## config.mk

```make
export PLATFORM = sky130hd
export DESIGN_NAME = button_gesture_bar_graph
export DESIGN_NICKNAME = d
export VERILOG_FILES = /design/src/rtl/core/bgbg_pkg.sv /design/src/rtl/core/button_gesture_bar_graph.sv
export SDC_FILE = /design/constraint.sdc
export NUM_CORES = 1
export LEC_CHECK = 0
export BUFFER_PORTS_ARGS = -buffer_cell sky130_fd_sc_hd__buf_2
export CORE_ASPECT_RATIO = 0.8
export CORE_MARGIN = 2
export CORE_UTILIZATION = 30
export CTS_CLUSTER_SIZE = 8
export DETAILED_ROUTE_END_ITERATION = 8
export MAX_ROUTING_LAYER = met4
export SLEW_MARGIN = 20
export SYNTH_ARGS = -nofsm -noshare
export SYNTH_HDL_FRONTEND = slang
export SYNTH_SLANG_ARGS = --single-unit
export TNS_END_PERCENT = 30
```

## constraint.sdc

```tcl
create_clock -name clk -period 5.1 [get_ports clk]
set_input_delay 1.02 -clock clk [delete_from_list [all_inputs] [get_ports clk]]
set_output_delay 1.02 -clock clk [all_outputs]
set_load 0.03 [all_outputs]
```

## src/rtl/core/bgbg_pkg.sv

```systemverilog
// bgbg_pkg: shared types and codes for the button gesture bar graph
// holds the gesture state enum, gesture codes and register indexes
// no dependencies
package bgbg_pkg;

	// gesture classifier states
	typedef enum logic [3:0] {
		ST_IDLE       = 4'd0,
		ST_PRESS1     = 4'd1,
		ST_GAP_SHORT  = 4'd2,
		ST_PRESS2_S   = 4'd3,
		ST_SHORT_LONG = 4'd4,
		ST_LONG_HELD  = 4'd5,
		ST_GAP_LONG   = 4'd6,
		ST_PRESS2_L   = 4'd7,
		ST_LONG_LONG  = 4'd8
	} gest_state_t;

	// completed gesture codes
	typedef enum logic [2:0] {
		GEST_NONE        = 3'd0,
		GEST_SHORT       = 3'd1,
		GEST_SHORT_SHORT = 3'd2,
		GEST_SHORT_LONG  = 3'd3,
		GEST_LONG        = 3'd4,
		GEST_LONG_SHORT  = 3'd5,
		GEST_LONG_LONG   = 3'd6
	} gesture_t;

	// configuration register indexes
	localparam logic [1:0] REG_HOLD_TICKS = 2'd0;
	localparam logic [1:0] REG_GAP_TICKS  = 2'd1;

	localparam int TIMER_W = 16;
	localparam logic [TIMER_W-1:0] TIMER_MAX = '1;
	localparam logic [TIMER_W-1:0] TICKS_RESET = 16'd200;

	// bar presets before clamping to the bar length
	localparam int PRESET_SHORT_LONG = 6;
	localparam int PRESET_LONG       = 8;

endpackage

```

## src/rtl/core/button_gesture_bar_graph.sv

```systemverilog
// button_gesture_bar_graph: classifies button press gestures per tick and
// drives a thermometer bar graph; depends on bgbg_pkg
// An accepted tick word's result word is registered and is offered in the following cycle.
// Throughput: one tick word per cycle while the downstream keeps taking results;
// the state update and bar logic are combinational, and the output register lets a
// new word enter while the previous result waits, as long as the downstream takes it in that cycle.
// Reset: arst_n clears the state machine, timer, bar and output valid, and
// loads hold_ticks and gap_ticks with 200.
module button_gesture_bar_graph #(
	parameter int BAR_LEDS = 16
) (
	input  logic        clk,
	input  logic        arst_n,
	// tick words in
	input  logic        s_axis_tvalid,
	output logic        s_axis_tready,
	input  logic [7:0]  s_axis_tdata,   // [0] button_pressed, [7:1] zero
	// result words out
	output logic        m_axis_tvalid,
	input  logic        m_axis_tready,
	output logic [23:0] m_axis_tdata,   // [15:0] led_pattern, [20:16] lit_count, [23:21] gesture
	// configuration writes
	input  logic        cfg_we,
	input  logic [1:0]  cfg_index,
	input  logic [15:0] cfg_data
);
	import bgbg_pkg::*;

	localparam int FILL_W = $clog2(BAR_LEDS + 1);
	localparam logic [FILL_W-1:0] FILL_FULL = FILL_W'(BAR_LEDS);
	localparam logic [FILL_W-1:0] FILL_SL =
		FILL_W'((PRESET_SHORT_LONG > BAR_LEDS) ? BAR_LEDS : PRESET_SHORT_LONG);
	localparam logic [FILL_W-1:0] FILL_L =
		FILL_W'((PRESET_LONG > BAR_LEDS) ? BAR_LEDS : PRESET_LONG);

	logic [TIMER_W-1:0] hold_ticks_q;
	logic [TIMER_W-1:0] gap_ticks_q;
	gest_state_t        state_q;
	gest_state_t        state_d;
	logic [TIMER_W-1:0] elapsed_q;
	logic [TIMER_W-1:0] elapsed_d;
	logic [TIMER_W-1:0] elapsed_inc;
	logic [FILL_W-1:0]  fill_q;
	logic [FILL_W-1:0]  fill_d;
	gesture_t           gest_d;
	logic               pressed;
	logic               accept;
	logic               hold_hit;
	logic               gap_hit;

	logic [BAR_LEDS-1:0]  bar_vec;
	logic [BAR_LEDS+15:0] bar_ext;
	logic [FILL_W+4:0]    fill_ext;

	logic               out_valid_q;
	logic [23:0]        out_data_q;

	assign pressed = s_axis_tdata[0];
	assign s_axis_tready = !out_valid_q || m_axis_tready;
	assign accept = s_axis_tvalid && s_axis_tready;

	// configuration registers
	always_ff @(posedge clk or negedge arst_n) begin
		if (!arst_n) begin
			hold_ticks_q <= TICKS_RESET;
			gap_ticks_q  <= TICKS_RESET;
		end else if (cfg_we) begin
			if (cfg_index == REG_HOLD_TICKS) begin
				hold_ticks_q <= cfg_data;
			end else if (cfg_index == REG_GAP_TICKS) begin
				gap_ticks_q <= cfg_data;
			end
		end
	end

	// saturating timer step and threshold compares
	assign elapsed_inc = (elapsed_q == TIMER_MAX) ? elapsed_q : elapsed_q + TIMER_W'(1);
	assign hold_hit = elapsed_inc >= hold_ticks_q;
	assign gap_hit  = elapsed_inc >= gap_ticks_q;

	// next state, timer and completed gesture
	always_comb begin
		state_d   = state_q;
		elapsed_d = elapsed_q;
		gest_d    = GEST_NONE;
		unique case (state_q)
			ST_PRESS1: begin
				elapsed_d = elapsed_inc;
				if (hold_hit) begin
					state_d = ST_LONG_HELD;
				end else if (!pressed) begin
					elapsed_d = '0;
					state_d   = ST_GAP_SHORT;
				end
			end
			ST_GAP_SHORT: begin
				elapsed_d = elapsed_inc;
				if (gap_hit) begin
					gest_d  = GEST_SHORT;
					state_d = ST_IDLE;
				end else if (pressed) begin
					elapsed_d = '0;
					state_d   = ST_PRESS2_S;
				end
			end
			ST_PRESS2_S: begin
				elapsed_d = elapsed_inc;
				if (hold_hit) begin
					state_d = ST_SHORT_LONG;
				end else if (!pressed) begin
					gest_d  = GEST_SHORT_SHORT;
					state_d = ST_IDLE;
				end
			end
			ST_SHORT_LONG: begin
				if (!pressed) begin
					gest_d  = GEST_SHORT_LONG;
					state_d = ST_IDLE;
				end
			end
			ST_LONG_HELD: begin
				if (!pressed) begin
					elapsed_d = '0;
					state_d   = ST_GAP_LONG;
				end
			end
			ST_GAP_LONG: begin
				elapsed_d = elapsed_inc;
				if (gap_hit) begin
					gest_d  = GEST_LONG;
					state_d = ST_IDLE;
				end else if (pressed) begin
					elapsed_d = '0;
					state_d   = ST_PRESS2_L;
				end
			end
			ST_PRESS2_L: begin
				elapsed_d = elapsed_inc;
				if (hold_hit) begin
					state_d = ST_LONG_LONG;
				end else if (!pressed) begin
					gest_d  = GEST_LONG_SHORT;
					state_d = ST_IDLE;
				end
			end
			ST_LONG_LONG: begin
				if (!pressed) begin
					gest_d  = GEST_LONG_LONG;
					state_d = ST_IDLE;
				end
			end
			default: begin
				if (pressed) begin
					elapsed_d = '0;
					state_d   = ST_PRESS1;
				end else begin
					state_d = ST_IDLE;
				end
			end
		endcase
	end

	// bar fill update from the completed gesture
	always_comb begin
		fill_d = fill_q;
		case (gest_d)
			GEST_SHORT:       if (fill_q < FILL_FULL) fill_d = fill_q + FILL_W'(1);
			GEST_SHORT_SHORT: if (fill_q != '0) fill_d = fill_q - FILL_W'(1);
			GEST_SHORT_LONG:  fill_d = FILL_SL;
			GEST_LONG:        fill_d = FILL_L;
			GEST_LONG_SHORT:  fill_d = FILL_FULL;
			GEST_LONG_LONG:   fill_d = '0;
			default:          fill_d = fill_q;
		endcase
	end

	// thermometer pattern, filled from the top bit down
	for (genvar i = 0; i < BAR_LEDS; i++) begin : g_bar
		assign bar_vec[i] = fill_d >= FILL_W'(BAR_LEDS - i);
	end
	assign bar_ext  = {16'b0, bar_vec};
	assign fill_ext = {5'b0, fill_d};

	// classifier state registers
	always_ff @(posedge clk or negedge arst_n) begin
		if (!arst_n) begin
			state_q   <= ST_IDLE;
			elapsed_q <= '0;
			fill_q    <= '0;
		end else if (accept) begin
			state_q   <= state_d;
			elapsed_q <= elapsed_d;
			fill_q    <= fill_d;
		end
	end

	// output register valid
	always_ff @(posedge clk or negedge arst_n) begin
		if (!arst_n) begin
			out_valid_q <= 1'b0;
		end else if (s_axis_tready) begin
			out_valid_q <= s_axis_tvalid;
		end
	end

	// output register payload
	always_ff @(posedge clk) begin
		if (accept) begin
			out_data_q <= {gest_d, fill_ext[4:0], bar_ext[15:0]};
		end
	end

	assign m_axis_tvalid = out_valid_q;
	assign m_axis_tdata  = out_data_q;

endmodule

```

==> qor.yml <==
synth:
  synth_ff_type: "sky130_fd_sc_hd__dfrtp_1"
  synth-simple-area-share_pct: 18.66
  synthTopCellsByArea: "sky130_fd_sc_hd__dfrtp_1 26%, sky130_fd_sc_hd__edfxtp_1 14%, sky130_fd_sc_hd__ha_1 8.8%, sky130_fd_sc_hd__mux2_2 4.3%, sky130_fd_sc_hd__nand2_1 4.1%"
  synth_warnings: 0
  synth-seq-cells: 81
  synth_mux_area_share_pct: 4.520
  synth_area_per_cell_um2: 9.792
  yosys.area_share.adder_pct: 8.838
  synth.yosys.seq_area_share_pct: 43.38
  synthesis.nets: 572
  synth.cell_area_um2: 4955
  synth_cell_type_count: 67
  synthesized_area_fraction_occupied_by_xor_and_xnor_cells_pct: 2.121
  synth_compound_gate_area_share_pct: 17.27
  postSynthCellCount: 506
  synthDominantAreaCellType: "sky130_fd_sc_hd__dfrtp_1"
  synth_top_family_by_area: "simple AND/OR/NAND/NOR gates"
  synth_top_area_share_pct: 26.26
  synth_enable_flop_cells: 23
  async_flop_share_pct: 71.60
place:
  place.detailed.instances: 761
  placement.io_buffers: 49
  place.detailed.hpwl_mm: 8.440
  gp_routability_congestion: 0.8427
  worst_slack_at_placement_ns: 0.08625
worst_setup_path:
  crit_fanout: 8
  max_incr_delay_on_cp_ns: 0.46
  worst-endpoint-required_ns: 5.29
  critical_path.startpoint_type: "flip-flop"
  crit_path_top_delay_cell: "sky130_fd_sc_hd__dfrtp_1"
  worstPathCellList: "and4_1, and3_1, and4_1, and4_1, nor2_2, nand2_1, xnor2_1, ha_1, nand4_1, nor2_1, o2111ai_1, o211ai_2, nand2_1, o221a_2, a22oi_4, nand2_2, o21ai_1"
  critical_path_class: "flip-flop to flip-flop"
  endpoint_kind: "flip-flop"
  buf_inv_on_cp: 0
  critPathArrivalTime_ns: 5.02
  path_delay_family: "simple AND/OR/NAND/NOR gates"
  cpMostUsedCell: "sky130_fd_sc_hd__and4_1"
routing:
  vias_after_detailed_routing: 3860
  viasPerCell: 4.968
  wl_per_cell_um: 14.54
  drtAntennaViolNets: 0
  drc: 0
  router_iterations_before_antenna_repair: 4
  wl_final_mm: 11.30
  first_iter_violations: 306
floorplanning:
  die_width_um: 147.7
  core_area_um2: 15950
  die_footprint_um2: 17570
  floorplan.initialDensity_pct: 31.06
  fp-row-count: 41
  design.portCount: 57
  floorplan.die.height_um: 118.9
cts:
  clk_path_buf_depth: 2
  tritoncts: "done"
  cts-htree-levels: 3
  clock_latency_ns: 0.35
  cts_root_buffer: "sky130_fd_sc_hd__clkbuf_16"
  cts_num_sinks: 81
  hold_buf_count_cts: 0
  clkSlewWorstSetupHoldPaths_ns: 0.06
  cts_buffers: 9
layout:
  drive_gt1_share_pct: 23.31
  antenna_cells_inserted: 0
  final_instance_count_without_filler_cells: 777
  nets: 623
  layout-area-overhead-vs-synth_pct: 16.21
  num-fill-cells: 1558
pwr:
  power.static_leakage_uw: 0.002593
  p_clk_share_pct: 24.3
  sequentialPowerShare_pct: 37.3
  power.ir.vdd_worst_mv: 0.1707
  sw_frac_of_total_pct: 38.08
  intPower_uw: 1625
  power_switching_uw: 999.1
  combPwrFrac_pct: 38.3
  power.density_nw_per_um2: 455.7
  total_power_uw: 2624
grt:
  grt_antenna_before_repair: 0
  first_global_vias: 3982
  maximum_number_of_pins_on_one_net_before_global_route_repair: 59
  grt_remaining_overflow: 0
  grt_util_all_layers_pct: 14.09
  grt_first_pass_wirelength_mm: 19.39
timing:
  relative_slew_slack_pct: 39.96
  post-route-period-util_pct: 94.65
  timing.final.hold_violations: 0
  worst-slew-pin-transition_ns: 0.8996
  fmax_mhz: 207.2
  final.setup.worst_slack_ns: 0.2727
  timing.clock.skew_ns: 0.01146
  rsz0062_at_grt: "false"
  setup_viol_count_final: 0
  final_max_slew_viol_count: 0
  totalNegativeSetupSlack_ns: 0
  post-route-min-period_ns: 4.827
flow_run:
  max_cap_viol_count: 0
outcome:
  outcome: "completed"
min_path:
  min_path_type: "flip-flop to flip-flop"
[cell families after synthesis]
kind of cell	after synthesis
buffers and inverters	64
AOI/OAI and AO/OA	120
xor gates and xnor gates	12
and+or+nand+nor	174
DFF	81
muxes	20
adders and majority gates	35
[worst paths after layout]
check	start	endpoint	slack, ns	cells past startpoint
worst max register to register	elapsed_q[4]	m_axis_tdata[1]	0.27	17
worst max-delay path	elapsed_q[4]	m_axis_tdata[1]	0.27	17
min in group asynchronous	arst_n	fill_q[3]	0.85	2
worst min register to register	gap_ticks_q[14]	gap_ticks_q[14]	0.50	1
max in group asynchronous	arst_n	state_q[0]	3.73	2
worst min-delay path	gap_ticks_q[14]	gap_ticks_q[14]	0.50	1
[state kept, by name, indices dropped and copies added, names as in the netlist]
name,count
fill_q,5
elapsed_q,16
hold_ticks_q,16
m_axis_tvalid,1
state_q,4
m_axis_tdata,23
gap_ticks_q,16
[cells in the final DEF, fill, tap and decap left out, types with 7 or more instances in the layout]
| master | netlist | final |
|---|---|---|
| sky130_fd_sc_hd__nand2_1 | 54 | 54 |
| sky130_fd_sc_hd__dfrtp_1 | 52 | 52 |
| sky130_fd_sc_hd__buf_2 | 3 | 49 |
| sky130_fd_sc_hd__inv_1 | 43 | 43 |
| sky130_fd_sc_hd__ha_1 | 35 | 35 |
| sky130_fd_sc_hd__nor2_1 | 35 | 34 |
| sky130_fd_sc_hd__o21ai_1 | 24 | 24 |
| sky130_fd_sc_hd__o21ai_0 | 23 | 23 |
| sky130_fd_sc_hd__edfxtp_1 | 23 | 23 |
| sky130_fd_sc_hd__a21oi_1 | 21 | 21 |
| sky130_fd_sc_hd__mux2_2 | 19 | 19 |
| sky130_fd_sc_hd__nor3_1 | 12 | 12 |
| sky130_fd_sc_hd__nand3_1 | 10 | 10 |
| sky130_fd_sc_hd__nand2b_1 | 10 | 10 |
| sky130_fd_sc_hd__o31ai_1 | 10 | 10 |
| sky130_fd_sc_hd__xnor2_1 | 9 | 9 |
| sky130_fd_sc_hd__clkbuf_16 | 0 | 9 |
| sky130_fd_sc_hd__nand4_1 | 8 | 8 |
| sky130_fd_sc_hd__and3_1 | 7 | 7 |
| sky130_fd_sc_hd__buf_4 | 1 | 7 |
[per-stage QoR]
stage	area, um2	utilization (%)	hold WS [ns]
floorplan	4955	-	0.4794
global placement	5468	34.27	0.4940
detailed placement	5468	34.27	0.4937
CTS	5751	36.04	0.5072
global route	5758	36.09	0.5391
finish	5758	36.09	0.5047
[synth_stat cells, types with 3 or more instances]
library cell               instances
sky130_fd_sc_hd__a211oi_1          3
sky130_fd_sc_hd__a211oi_2          3
sky130_fd_sc_hd__a21oi_1          21
sky130_fd_sc_hd__a22o_1            4
sky130_fd_sc_hd__a31oi_1           4
sky130_fd_sc_hd__and2_1            4
sky130_fd_sc_hd__and3_1            7
sky130_fd_sc_hd__and4_1            3
sky130_fd_sc_hd__buf_2             3
sky130_fd_sc_hd__clkbuf_1         12
sky130_fd_sc_hd__dfrtp_1          52
sky130_fd_sc_hd__dfstp_2           6
sky130_fd_sc_hd__edfxtp_1         23
sky130_fd_sc_hd__ha_1             35
sky130_fd_sc_hd__inv_1            43
sky130_fd_sc_hd__inv_2             3
sky130_fd_sc_hd__mux2_2           19
sky130_fd_sc_hd__nand2_1          54
sky130_fd_sc_hd__nand2b_1         10
sky130_fd_sc_hd__nand3_1          10
sky130_fd_sc_hd__nand4_1           8
sky130_fd_sc_hd__nor2_1           35
sky130_fd_sc_hd__nor2b_1           5
sky130_fd_sc_hd__nor3_1           12
sky130_fd_sc_hd__nor4_1            3
sky130_fd_sc_hd__o211ai_2          3
sky130_fd_sc_hd__o21a_1            6
sky130_fd_sc_hd__o21ai_0          23
sky130_fd_sc_hd__o21ai_1          24
sky130_fd_sc_hd__o31ai_1          10
sky130_fd_sc_hd__or3_4             3
sky130_fd_sc_hd__xnor2_1           9
sky130_fd_sc_hd__xor2_1            3
[timing repair]
action / CTS / global route
endpoints found under the setup margin: 0 / 20
setup buffers: 0 / 0
gates resized for setup: 0 / 2
[final cells by class]
| class | instances | area (um2) | share of cell area [%] |
|---|---|---|---|
| multi-input combinational | 361 | 2560 | 44.46 |
| sequential | 81 | 2150 | 37.33 |
| timing repair buffer | 57 | 317.8 | 5.519 |
| tap | 215 | 269.0 | 4.672 |
| clock buffer | 13 | 240.2 | 4.172 |
| inverter | 47 | 178.9 | 3.107 |
| clock inverter | 3 | 42.54 | 0.7388 |
[routing by layer]
metal | vias to the layer above | wire [um] | GRT usage (%)
met5 | - | 0 | -
met4 | 0 | 181 | 5.349
met3 | 13 | 379 | 2.452
met2 | 66 | 5137 | 21.95
met1 | 1873 | 5598 | 18.40
li1 | 1908 | - | -
[power groups by stage]
stage / clock network (uW) / logic [uW] / registers [uW]
final: 638 / 1010 / 980
after floorplan: 0 / 699 / 1040
after global routing: 680 / 1120 / 1000
after CTS: 652 / 1010 / 978
after detailed placement: 0 / 1010 / 990
after global placement: 0 / 985 / 980
(Power assumes the default switching activity.)
